[src/rtl/assert_macros.svh]
// Assertion macros for the translation buffer top level.
`ifndef ASSERT_MACROS_SVH
`define ASSERT_MACROS_SVH

// Checked property, switched off while reset is held.
`define FTLB_ASSERT(lbl, prop) \
  lbl: assert property (@(posedge clk) disable iff (!rst_n) prop) \
    else $error("translation buffer assertion failed");

// Checked property that also holds across reset.
`define FTLB_ASSERT_RST(lbl, prop) \
  lbl: assert property (@(posedge clk) prop) \
    else $error("translation buffer reset assertion failed");

`endif

[src/rtl/ftlb_pkg.sv]
// Package with the shared types and constants of the translation buffer.
package ftlb_pkg;

  localparam int OUT_FRAME_W = 16;

  localparam logic MODE_LOOKUP = 1'b0;
  localparam logic MODE_INSERT = 1'b1;

  // Broadcast control from the sequencer to every entry cell.
  typedef struct packed {
    logic ins;    // insert transaction accepted this cycle
    logic shift;  // buffer is full, so an insert shifts every entry up
    logic cmp;    // lookup transaction accepted this cycle
  } ftlb_ctrl_t;

endpackage

[src/rtl/ftlb_cell.sv]
// One entry cell of the buffer: stores a page/frame pair and compares on lookup.
module ftlb_cell import ftlb_pkg::*; #(
  parameter int PAGE_BITS  = 20,
  parameter int FRAME_BITS = 16
) (
  input  logic                  clk,
  input  logic                  rst_n,
  input  ftlb_ctrl_t            ctrl,
  input  logic [PAGE_BITS-1:0]  new_page,
  input  logic [FRAME_BITS-1:0] new_frame,
  input  logic                  prev_valid,
  input  logic [PAGE_BITS-1:0]  prev_page,
  input  logic [FRAME_BITS-1:0] prev_frame,
  output logic                  valid_o,
  output logic [PAGE_BITS-1:0]  page_o,
  output logic [FRAME_BITS-1:0] frame_o,
  output logic                  match_o
);

  logic                  valid_r, valid_nxt;
  logic [PAGE_BITS-1:0]  page_r, page_nxt;
  logic [FRAME_BITS-1:0] frame_r, frame_nxt;
  logic                  match_r, match_nxt;

  always_comb begin
    valid_nxt = valid_r;
    page_nxt  = page_r;
    frame_nxt = frame_r;
    match_nxt = match_r;
    if (ctrl.ins) begin
      if (ctrl.shift) begin
        valid_nxt = prev_valid;
        page_nxt  = prev_page;
        frame_nxt = prev_frame;
      end else if (!valid_r && prev_valid) begin
        // Valid entries form a prefix, so this is the lowest empty cell.
        valid_nxt = 1'b1;
        page_nxt  = new_page;
        frame_nxt = new_frame;
      end
    end
    if (ctrl.cmp) begin
      match_nxt = valid_r && (page_r == new_page);
    end
  end

  always_ff @(posedge clk) begin
    if (!rst_n) begin
      valid_r <= 1'b0;
      match_r <= 1'b0;
    end else begin
      valid_r <= valid_nxt;
      match_r <= match_nxt;
    end
    page_r  <= page_nxt;
    frame_r <= frame_nxt;
  end

  assign valid_o = valid_r;
  assign page_o  = page_r;
  assign frame_o = frame_r;
  assign match_o = match_r;

endmodule

[src/rtl/ftlb_pick.sv]
// Priority select: the highest-indexed matching cell supplies the frame.
module ftlb_pick import ftlb_pkg::*; #(
  parameter int ENTRIES    = 16,
  parameter int FRAME_BITS = 16
) (
  input  logic [ENTRIES-1:0]    match_i,
  input  logic [FRAME_BITS-1:0] frame_i [ENTRIES],
  output logic                  hit_o,
  output logic [FRAME_BITS-1:0] frame_o
);

  logic [ENTRIES-1:0] win;

  always_comb begin
    for (int i = 0; i < ENTRIES; i++) begin
      win[i] = match_i[i] && ((match_i >> (i + 1)) == '0);
    end
  end

  always_comb begin
    frame_o = '0;
    for (int i = 0; i < ENTRIES; i++) begin
      frame_o = frame_o | (frame_i[i] & {FRAME_BITS{win[i]}});
    end
  end

  assign hit_o = |match_i;

endmodule

[src/rtl/fifo_tlb_lookup_insert_top.sv]
// Top level of the fully associative translation buffer with shift-up replacement.
//
//   channel  direction  handshake          payload
//   in_      input      in_valid/in_stall  in_mode, in_page, in_frame
//   out_     output     out_valid/out_stall out_hit, out_found_frame
//
// On an insert the cell row updates and the result register loads in the same cycle.
// A lookup first has the cells register their compare, then the priority
// select loads the result register.
// Reset (rst_n low, synchronous) empties every entry and the result register.
// A new transaction is taken while the result register drains; the input stalls
// during the select cycle and while a held result is stalled.
`include "assert_macros.svh"

module fifo_tlb_lookup_insert_top import ftlb_pkg::*; #(
  parameter int ENTRIES    = 16,
  parameter int PAGE_BITS  = 20,
  parameter int FRAME_BITS = 16
) (
  input  logic                   clk,
  input  logic                   rst_n,
  input  logic                   in_valid,
  output logic                   in_stall,
  input  logic                   in_mode,
  input  logic [PAGE_BITS-1:0]   in_page,
  input  logic [FRAME_BITS-1:0]  in_frame,
  output logic                   out_valid,
  input  logic                   out_stall,
  output logic                   out_hit,
  output logic [OUT_FRAME_W-1:0] out_found_frame
);

  typedef enum logic {ST_IDLE, ST_SEL} state_t;

  state_t                 state_r, state_nxt;
  logic                   out_valid_r, out_valid_nxt;
  logic                   out_hit_r, out_hit_nxt;
  logic [OUT_FRAME_W-1:0] out_found_frame_r, out_found_frame_nxt;

  ftlb_ctrl_t             ctrl;
  logic                   in_acc;
  logic                   cell_valid [ENTRIES];
  logic [PAGE_BITS-1:0]   cell_page  [ENTRIES];
  logic [FRAME_BITS-1:0]  cell_frame [ENTRIES];
  logic [ENTRIES-1:0]     valid_vec;
  logic [ENTRIES-1:0]     match_vec;
  logic                   pick_hit;
  logic [FRAME_BITS-1:0]  pick_frame;

  assign in_stall = (state_r == ST_SEL) || (out_valid_r && out_stall);
  assign in_acc   = in_valid && !in_stall;

  assign ctrl.ins   = in_acc && (in_mode == MODE_INSERT);
  assign ctrl.cmp   = in_acc && (in_mode == MODE_LOOKUP);
  assign ctrl.shift = valid_vec[ENTRIES-1];

  // Cell 0 takes the new pair from the input on a shift; the rest take their neighbor.
  for (genvar g = 0; g < ENTRIES; g++) begin : g_cell
    if (g == 0) begin : g_head
      ftlb_cell #(
        .PAGE_BITS (PAGE_BITS),
        .FRAME_BITS(FRAME_BITS)
      ) u_cell (
        .clk       (clk),
        .rst_n     (rst_n),
        .ctrl      (ctrl),
        .new_page  (in_page),
        .new_frame (in_frame),
        .prev_valid(1'b1),
        .prev_page (in_page),
        .prev_frame(in_frame),
        .valid_o   (cell_valid[g]),
        .page_o    (cell_page[g]),
        .frame_o   (cell_frame[g]),
        .match_o   (match_vec[g])
      );
    end else begin : g_body
      ftlb_cell #(
        .PAGE_BITS (PAGE_BITS),
        .FRAME_BITS(FRAME_BITS)
      ) u_cell (
        .clk       (clk),
        .rst_n     (rst_n),
        .ctrl      (ctrl),
        .new_page  (in_page),
        .new_frame (in_frame),
        .prev_valid(cell_valid[g-1]),
        .prev_page (cell_page[g-1]),
        .prev_frame(cell_frame[g-1]),
        .valid_o   (cell_valid[g]),
        .page_o    (cell_page[g]),
        .frame_o   (cell_frame[g]),
        .match_o   (match_vec[g])
      );
    end
    assign valid_vec[g] = cell_valid[g];
  end

  ftlb_pick #(
    .ENTRIES   (ENTRIES),
    .FRAME_BITS(FRAME_BITS)
  ) u_pick (
    .match_i(match_vec),
    .frame_i(cell_frame),
    .hit_o  (pick_hit),
    .frame_o(pick_frame)
  );

  always_comb begin
    state_nxt           = state_r;
    out_valid_nxt       = out_valid_r && out_stall;
    out_hit_nxt         = out_hit_r;
    out_found_frame_nxt = out_found_frame_r;
    case (state_r)
      ST_IDLE: begin
        if (ctrl.ins) begin
          out_valid_nxt       = 1'b1;
          out_hit_nxt         = 1'b0;
          out_found_frame_nxt = '0;
        end else if (ctrl.cmp) begin
          state_nxt = ST_SEL;
        end
      end
      ST_SEL: begin
        state_nxt           = ST_IDLE;
        out_valid_nxt       = 1'b1;
        out_hit_nxt         = pick_hit;
        out_found_frame_nxt = OUT_FRAME_W'(pick_frame);
      end
      default: begin
        state_nxt = ST_IDLE;
      end
    endcase
  end

  always_ff @(posedge clk) begin
    if (!rst_n) begin
      state_r     <= ST_IDLE;
      out_valid_r <= 1'b0;
    end else begin
      state_r     <= state_nxt;
      out_valid_r <= out_valid_nxt;
    end
    out_hit_r         <= out_hit_nxt;
    out_found_frame_r <= out_found_frame_nxt;
  end

  assign out_valid       = out_valid_r;
  assign out_hit         = out_hit_r;
  assign out_found_frame = out_found_frame_r;

  `FTLB_ASSERT(a_valid_prefix, ((valid_vec + 1'b1) & valid_vec) == '0)
  `FTLB_ASSERT(a_sel_out_free, (state_r == ST_SEL) |-> !out_valid_r)
  `FTLB_ASSERT(a_insert_result, ctrl.ins |=> (out_valid_r && !out_hit_r))
  `FTLB_ASSERT(a_lookup_sel, ctrl.cmp |=> (state_r == ST_SEL))
  `FTLB_ASSERT_RST(a_reset_empty, !rst_n |=> (valid_vec == '0))

endmodule
[config.mk]
export PLATFORM = sky130hd
export DESIGN_NAME = fifo_tlb_lookup_insert_top
export DESIGN_NICKNAME = d
export VERILOG_FILES = /design/src/rtl/ftlb_pkg.sv /design/src/rtl/ftlb_cell.sv /design/src/rtl/ftlb_pick.sv /design/src/rtl/fifo_tlb_lookup_insert_top.sv
export VERILOG_INCLUDE_DIRS = /design/src /design/src/rtl
export SDC_FILE = /design/constraint.sdc
export NUM_CORES = 1
export LEC_CHECK = 0
export BUFFER_PORTS_ARGS = -buffer_cell sky130_fd_sc_hd__buf_2
export CAP_MARGIN = 25
export CORE_MARGIN = 3
export CORE_UTILIZATION = 45
export CTS_BUF_LIST = sky130_fd_sc_hd__clkbuf_4
export CTS_CLUSTER_SIZE = 12
export DETAILED_ROUTE_END_ITERATION = 12
export PLACE_DENSITY = 0.72
export SKIP_CTS_REPAIR_TIMING = 1
export SLEW_MARGIN = 20
export SYNTH_ARGS = -nofsm -noshare
export SYNTH_HDL_FRONTEND = slang
export SYNTH_SLANG_ARGS = --single-unit
[constraint.sdc]
create_clock -name clk -period 3.42 [get_ports clk]
set_input_delay 0 -clock clk [delete_from_list [all_inputs] [get_ports clk]]
set_output_delay 0 -clock clk [all_outputs]
set_load 0.01 [all_outputs]
# Yosys cells after proc, flatten, opt, wreduce, memory -nomap -nowiden
# Cells that the tools add are included.
# word_totals
ff_bits	627
inputBits	41
wordCells	336
# op_classes
n_eq_ne	18
n_mux	103
n_bitwise	33
reduce_logical	114
# op_table
op	n
$mux W20	32
$mux W16	33
$eq A20 B20 Y1	16
$and A16 B16 Y16	16
$logic_not A16 Y1	15
$or A16 B16 Y16	15
$logic_and A1 B1 Y1	50
$mux W1	34
$pmux W16 S2	1
$reduce_and A2 Y1	16
$reduce_bool A2 Y1	15
$logic_not A1 Y1	16
$reduce_or A16 Y1	1
$pmux W1 S2	3
$ne A2 B1 Y1 const B	1
$ne A2 B2 Y1 const B	1
$not A1 Y1	2
$logic_or A1 B1 Y1	1

# Logic depth before layout (Yosys ltp)
# Gate-level depths: netlist of the first run.
# depth
depth_word	19
ltp_mapped	8

# Hierarchy
# From an unflattened synthesis of the first run, not the netlist that was laid out.
# unflattened
hier_cells	2158
area_unflattened_um2	31671.6
# by_module_without_submodules
module	n_inst	cells_per_inst	area_per_inst_um2	seq_area_each_um2
ftlb_cell	16	113	1813.0	1121.1
ftlb_pick	1	303	1933.1	0.0
fifo_tlb_lookup_insert_top	1	47	730.7	550.5

# Worst setup path before layout of the first run
# OpenSTA, ideal clock, no wires.
# synth_timing
kind	reg2reg
start	reg state_r
end	reg g_cell[11].g_body.u_cell.frame_r[0] (enable)
setup_ps	441
arrival_time_ps	2954
slack_ps	24
path_stages_with_launch	6
n_path_buf	2
cell_sequence	dfxtp_1 clkbuf_1 a21oi_1 nand3_1 clkbuf_1 a21oi_1
# synth_via
elab_chain_cells	5
# synth_rtl
item	line	source
from (decl)	fifo_tlb_lookup_insert_top.sv:35	state_t state_r, state_nxt;
from (signal assigned)	fifo_tlb_lookup_insert_top.sv:141	state_r <= state_nxt;
$logic_or A1 B1 Y1	fifo_tlb_lookup_insert_top.sv:50	assign in_stall = (state_r == ST_SEL) || (out_valid_r && out_stall);
$logic_not A1 Y1	fifo_tlb_lookup_insert_top.sv:51	assign in_acc = in_valid && !in_stall;
$logic_and A1 B1 Y1	fifo_tlb_lookup_insert_top.sv:51	
$logic_and A1 B1 Y1	fifo_tlb_lookup_insert_top.sv:53	assign ctrl.ins = in_acc && (in_mode == MODE_INSERT);
$reduce_and A2 Y1 (no source line)	n/a	
to (signal assigned)	ftlb_cell.sv:56	frame_r <= frame_nxt;
to (decl)	ftlb_cell.sv:22	logic [FRAME_BITS-1:0] frame_r, frame_nxt;
# Every way passes these cells.
# A chain may end at the register's enable or synchronous reset.

# Worst setup path in the final report of the first run
# layout_timing
start	reg out_valid_r, in the netlist out_valid
end	reg g_cell[7].g_body.u_cell.page_r[0] (enable)
# layout_via
elab_chain_cells	6
# layout_rtl
item	line	source
from (decl)	fifo_tlb_lookup_insert_top.sv:36	logic out_valid_r, out_valid_nxt;
from (signal assigned)	fifo_tlb_lookup_insert_top.sv:142	out_valid_r <= out_valid_nxt;
$logic_and A1 B1 Y1	fifo_tlb_lookup_insert_top.sv:50	
$logic_or A1 B1 Y1	fifo_tlb_lookup_insert_top.sv:50	
$logic_not A1 Y1	fifo_tlb_lookup_insert_top.sv:51	
$logic_and A1 B1 Y1	fifo_tlb_lookup_insert_top.sv:51	
$logic_and A1 B1 Y1	fifo_tlb_lookup_insert_top.sv:53	
$reduce_and A2 Y1 (no source line)	n/a	
to (signal assigned)	ftlb_cell.sv:55	page_r <= page_nxt;
to (decl)	ftlb_cell.sv:21	logic [PAGE_BITS-1:0] page_r, page_nxt;
# Every way passes these cells.

==> reports/metrics.cfg, run 1 <==
[global_route]
grt_overflow = 0
grt_pass1_vias = 20700
grt_pass1_wl_um = 116000
gr-usage-all-layers_pct = 22.2
antenna_found_initial = 1
grt_start_max_net_pins = 241

[floorplanning]
design.die.area_sq_mm = 0.0684
ios = 60
core-area_sq_mm = 0.0646
num_rows = 93
start_util_pct = 45.5
die_w_um = 262
fp.dieH_um = 262

[timing]
worst_pin_slew_ns = 1.14
drv_slew = 0
slew_headroom_pct = 23.9
grt_setup_unrepaired = no
fin_crit_sh_pct = 85.3
setup_tns_ns = 0
fin_skew_ns = 0.0554
fin_hold_ws_ns = 0.118
min_period_ns = 2.92
fmaxAchievable_mhz = 343
setup_viol = 0
hold_viol = 0

[run_status]
status = complete, no violations

[synthesis]
synth_top_cell_by_area = edfxtp_1
avgSynthCellArea_sq_um = 10.7
synthArstFlopShare_pct = 0
synth_cells = 2760
synth_top_area_share_pct = 60.6
netlist_area_sq_mm = 0.0294
synth_cell_types = 43
synth_area_leaders = edfxtp_1, nand2_1, xor2_1, dfxtp_1, a22oi_1
dominantRegCellSynth = edfxtp_1
yosys_warnings = 0
synth_fp_nets = 2801
ys_seq_elements = 627
synth_edf_count = 593
ys_seq_area_share_pct = 62.9

[setup_path]
path_max_fanout = 20
r2r_end = g_cell[7].g_body.u_cell.page_o[0]
max_stage_delay_ns = 0.69
cp-start-kind = register
required_ns = 4.05
critPathKind = reg2reg
path_cells = a21oi_1 > and3_1 > dlygate4sd3_1 > and2_2 > buf_4
cp-end-kind = register
r2r_slack_ns = 0.50
cp.arrival_ns = 3.55
r2r-start = out_valid
slowest_stage = dlygate4sd3_1
rr_worst_depth = 5

[cts]
numCtsBuffers = 159
clockRootBuffer = clkbuf_4
cts_tree = built
htree_levels = 4
clk-insertion-delay-late_ns = 0.99
cts.sink_count = 627
clk_path_buf_depth = 3
cts.clk_slew.worst_paths_ns = 0.06

[layout]
drive_gt1_share_pct = 12.7
syn_to_final_growth_pct = 13.3
fillCellCount = 5536
num-nets-final = 2939
layout_commonest_cell = nand2_1
final_cell_mix = nand2_1, edfxtp_1, xor2_1

[detailed_routing]
drt_iter0_drc = 2164
routed_wl_um = 76200
dr.pass1.iters = 7
vias_per_cell = 5.53
wl_per_cell_um = 19.7
drc_errors = 0
num_vias = 21400
ant_nets = 0

[run]
cap_violations = 0

[hold_path]
min_from = rst_n
min_path_cells = 4
whs_endpoint = g_cell[12].g_body.u_cell.valid_o
hold_path_class = in2reg

[power]
power_leakage_uw = 0.0123
power_density_mw_per_mm2 = 475
irDropWorstVdd_v = 0.000297

[place]
routabilityCongestion = 0.884
portBuffers = 59
hpwl_um = 52200

==> cell families after synthesis <==
group	Yosys count	synth area share, %
and+or+nand+nor	1389	19.2
DFF	627	62.9
xor gates and xnor gates	320	9.53
AOI/OAI and AO/OA	225	5.62
buffers and inverters	199	2.78
==> stage by stage <==
stage | instances | instance area (sq um) | util [%] | setup WS (ns) | power (uW)
detailed placement | 3530 | 30600 | 47.4 | 0.716 | 9350
CTS | 3802 | 32700 | 50.6 | 0.676 | 15800
global placement | 3530 | 30600 | 47.4 | 0.844 | 9320
global route | 3865 | 33300 | 51.6 | 0.397 | 16300
finish | 3866 | 33300 | 51.6 | 0.502 | 15800
floorplan | 2760 | 29400 | - | 0.0245 | 9070
==> sequential cells by signal, summed over array words and instances, names as in the netlist <==
name                          cells
g_cell.g_body.u_cell.page_o     300
g_cell.g_head.u_cell.valid_o      1
g_cell.g_head.u_cell.match_o      1
g_cell.g_head.u_cell.page_o      20
g_cell.g_body.u_cell.valid_o     15
out_hit                           1
g_cell.g_body.u_cell.match_o     15
out_valid                         1
out_found_frame                  16
g_cell.g_head.u_cell.frame_o     16
g_cell.g_body.u_cell.frame_o    240
state_r                           1
==> Yosys cell counts, drive strengths merged, types with 17 or more instances <==
cell type and count:
nand2 1173, edfxtp 593, xor2 304, clkbuf 129, a22oi 75, nor4 65
buf 61, a21oi 47, nor2 38, nand3 35, dfxtp 34, nor3 22
o21ai 18, nand4 17
==> worst max-delay path by stage <==
stage,from,end,cells after the start
6_report,out_valid,g_cell[7].g_body.u_cell.page_o[0],5
5_1_grt,out_valid,g_cell[7].g_body.u_cell.page_o[7],5
4_1_cts,out_valid,out_found_frame[5],4
3_5_place_dp,out_valid,out_found_frame[11],4
3_3_place_gp,out_valid,out_found_frame[11],4
2_1_floorplan,state_r,g_cell[11].g_body.u_cell.frame_o[0],5
==> report_power, final <==
part | total [uW] | switching, uW | internal [uW] | leakage, uW
clock | 6560 | 3060 | 3500 | 0.00121
combinational | 773 | 527 | 247 | 0.00541
sequential | 8470 | 38.1 | 8440 | 0.00563
total | 15800 | 3620 | 12200 | 0.0123
==> area by class of cell <==
class | count | area [sq um] | share of cell area (%)
Sequential cell | 627 | 18500 | 55.5
Multi-Input combinational cell | 1934 | 10200 | 30.8
Clock buffer | 235 | 1760 | 5.30
Timing Repair Buffer | 167 | 1400 | 4.20
Tap cell | 855 | 1070 | 3.21
Clock inverter | 37 | 287 | 0.861
Inverter | 9 | 33.8 | 0.101
Antenna cell | 2 | 5.00 | 0.0150
==> layer usage <==
layer  track usage (%)  share of wire (%)  up-vias
met2              34.7                 47     1043
met1              29.0                 41    10400
met3              6.02                9.3      147
li1                  -                  -     9825
met5                 0                  0        -
met4              9.49                3.2        0
==> critical path: cells and delay by family (launching register included) <==
kind | cells | cell delay (ns)
flops | 1 | 0.32
simple gates | 2 | 0.78
compound gates | 1 | 0.41
buf+inv | 2 | 1.07
Note: power is estimated with default switching activity, not from simulation.
==> run 2: changes to the inputs <==
CORE_UTILIZATION = 59   (was 45)
PLACE_DENSITY = 0.88   (was 0.72)
==> run 2 against run 1 <==
  * Sequential share of layout area up 0.24 points
  * Design area down 0.43%
  * Clock-buffer cell count down 10
  * Wire length up 13%
  * Maximum frequency down 14%
  * Global-route usage up 9.9 points
  * Worst setup slack worse by 0.48 ns
  * Clock skew up 0.015 ns
==> reports/metrics.cfg, run 2 (synthesis results as in run 1) <==
[detailed_routing]
ant_nets = 0  ; unchanged
dr.pass1.iters = 7  ; unchanged
drc_errors = 0  ; unchanged
vias_per_cell = 6.16  ; was 5.53
num_vias = 22700  ; was 21,400
wl_per_cell_um = 23.4  ; was 19.7 um
drt_iter0_drc = 3276  ; was 2,164
routed_wl_um = 86400  ; was 76,200 um

[layout]
final_cell_mix = nand2_1, edfxtp_1, xor2_1  ; unchanged
final_cell_count_no_fill = 3690  ; was 3,866
largest_reg_flops = 300  ; unchanged
syn_to_final_growth_pct = 12.8  ; was 13.3%
num-nets-final = 2951  ; was 2,939
drive_gt1_share_pct = 12.7  ; about the same
layout_commonest_cell = nand2_1  ; unchanged
finalInstanceArea_sq_mm = 0.0332  ; was 0.0333 sq mm
fillCellCount = 3431  ; was 5,536

[power]
swShare_pct = 23.3  ; was 22.9%
power_density_mw_per_mm2 = 481  ; was 475 mW/mm^2
power_frac_seq_pct = 53.1  ; was 53.6%
power_leakage_uw = 0.0123  ; about the same
irDropWorstVdd_v = 0.000413  ; was 0.000297 V
p_comb_share_pct = 5.0  ; was 4.9%
power.total_uw = 15900  ; was 15,800 uW
power_frac_clock_pct = 41.8  ; was 41.5%
p_int_uw = 12200  ; about the same
p_sw_uw = 3710  ; was 3620 uW

[place]
hpwl_um = 54900  ; was 52,200 um
placedCellCount = 3349  ; was 3,530
portBuffers = 59  ; unchanged
routabilityCongestion = 0.943  ; was 0.884
dp_worst_setup_slack_ns = 0.664  ; was 0.716 ns
place_area_sq_mm = 0.0304  ; was 0.0306 sq mm

[global_route]
grt_start_max_net_pins = 225  ; was 241
gr-usage-all-layers_pct = 32.1  ; was 22.2%
grt_pass1_vias = 22500  ; was 20,700
grt_overflow = 0  ; unchanged
antenna_found_initial = 3  ; was 1
grt_pass1_wl_um = 127000  ; was 116,000 um

[cts]
cts_tree = built  ; unchanged
htree_levels = 4  ; unchanged
cts.clk_slew.worst_paths_ns = 0.06  ; about the same
clk-insertion-delay-late_ns = 1.07  ; was 0.99 ns
clk_path_buf_depth = 3  ; unchanged
clockRootBuffer = clkbuf_4  ; unchanged
cts.sink_count = 627  ; unchanged
numCtsBuffers = 158  ; was 159

[timing]
worst_pin_slew_ns = 1.13  ; was 1.14 ns
fin_skew_ns = 0.0705  ; was 0.0554 ns
setup_viol = 0  ; unchanged
slew_headroom_pct = 24.3  ; was 23.9%
setup_ws_ns = 0.0172  ; was 0.502 ns
drv_slew = 0  ; unchanged
hold_viol = 0  ; unchanged
setup_tns_ns = 0  ; unchanged
fin_crit_sh_pct = 99.5  ; was 85.3%
min_period_ns = 3.40  ; was 2.92 ns
grt_setup_unrepaired = no  ; unchanged
fmaxAchievable_mhz = 294  ; was 343 MHz

[floorplanning]
start_util_pct = 59.9  ; was 45.5%
design.die.area_sq_mm = 0.0525  ; was 0.0684 sq mm
fp.dieH_um = 229  ; was 262 um
num_rows = 81  ; was 93
die_w_um = 229  ; was 262 um
core-area_sq_mm = 0.0491  ; was 0.0646 sq mm
ios = 60  ; unchanged

[setup_path]
cp-end-kind = register  ; unchanged
cp-start-kind = register  ; unchanged
rr_worst_depth = 6  ; was 5
required_ns = 4.11  ; was 4.05 ns
cp.arrival_ns = 4.09  ; was 3.55 ns
path_max_fanout = 20  ; unchanged
critPathKind = reg2reg  ; unchanged

[hold_path]
hold_path_class = in2reg  ; unchanged
min_path_cells = 2  ; was 4

[run]
cap_violations = 0  ; unchanged

[run_status]
status = complete, no violations  ; unchanged

-- run 2: power by group through the flow --
stage          combinational (uW)  sequential, uW  clock (uW)
3_3_place_gp                  681            8630           0
5_1_grt                       859            8470        7160
3_5_place_dp                  712            8630           0
2_1_floorplan                 448            8630           0
6_report                      801            8470        6670
4_1_cts                       720            8470        6650
-- run 2: worst max-delay path, cell delays in order (launching register included) --
cell           delay, ns
dfxtp_1             0.30
a21oi_1             0.43
nand3_2             0.13
dlygate4sd3_1       0.62
buf_4               0.28
a21oi_4             0.81
buf_4               0.44
-- run 2: area by class of cell --
class	count	area (sq um)	share of cell area [%]
Antenna cell	4	10.0	0.0302
Timing Repair Buffer	180	1480	4.47
Clock buffer	225	1690	5.09
Inverter	9	33.8	0.102
Clock inverter	47	363	1.09
Sequential cell	627	18500	55.8
Multi-Input combinational cell	1934	10300	30.9
Tap cell	664	831	2.51
-- run 2: metal layers --
| layer | share of wire, % | GRT usage, % |
|---|---|---|
| met3 | 11 | 7.82 |
| met4 | 7.4 | 22.4 |
| met1 | 33 | 38.0 |
| met5 | 0.012 | 0 |
| met2 | 49 | 51.8 |
-- run 2: path summary, 6_finish.rpt --
path                                              to                              from  slack, ns
setup reg to reg  g_cell[8].g_body.u_cell.page_o[10]                         out_valid       0.02
hold reg to reg     g_cell[10].g_body.u_cell.match_o  g_cell[10].g_body.u_cell.match_o       0.50
setup / recovery  g_cell[8].g_body.u_cell.page_o[10]                         out_valid       0.02
hold / removal    g_cell[0].g_head.u_cell.page_o[18]                       in_page[18]       0.02
-- run 2: stage by stage --
stage	util (%)	hold slack (ns)
finish	67.6	0.0162
global route	67.6	-0.0357
CTS	66.2	-0.909
detailed placement	62.0	0.194
global placement	62.0	0.194
floorplan	-	0.0989
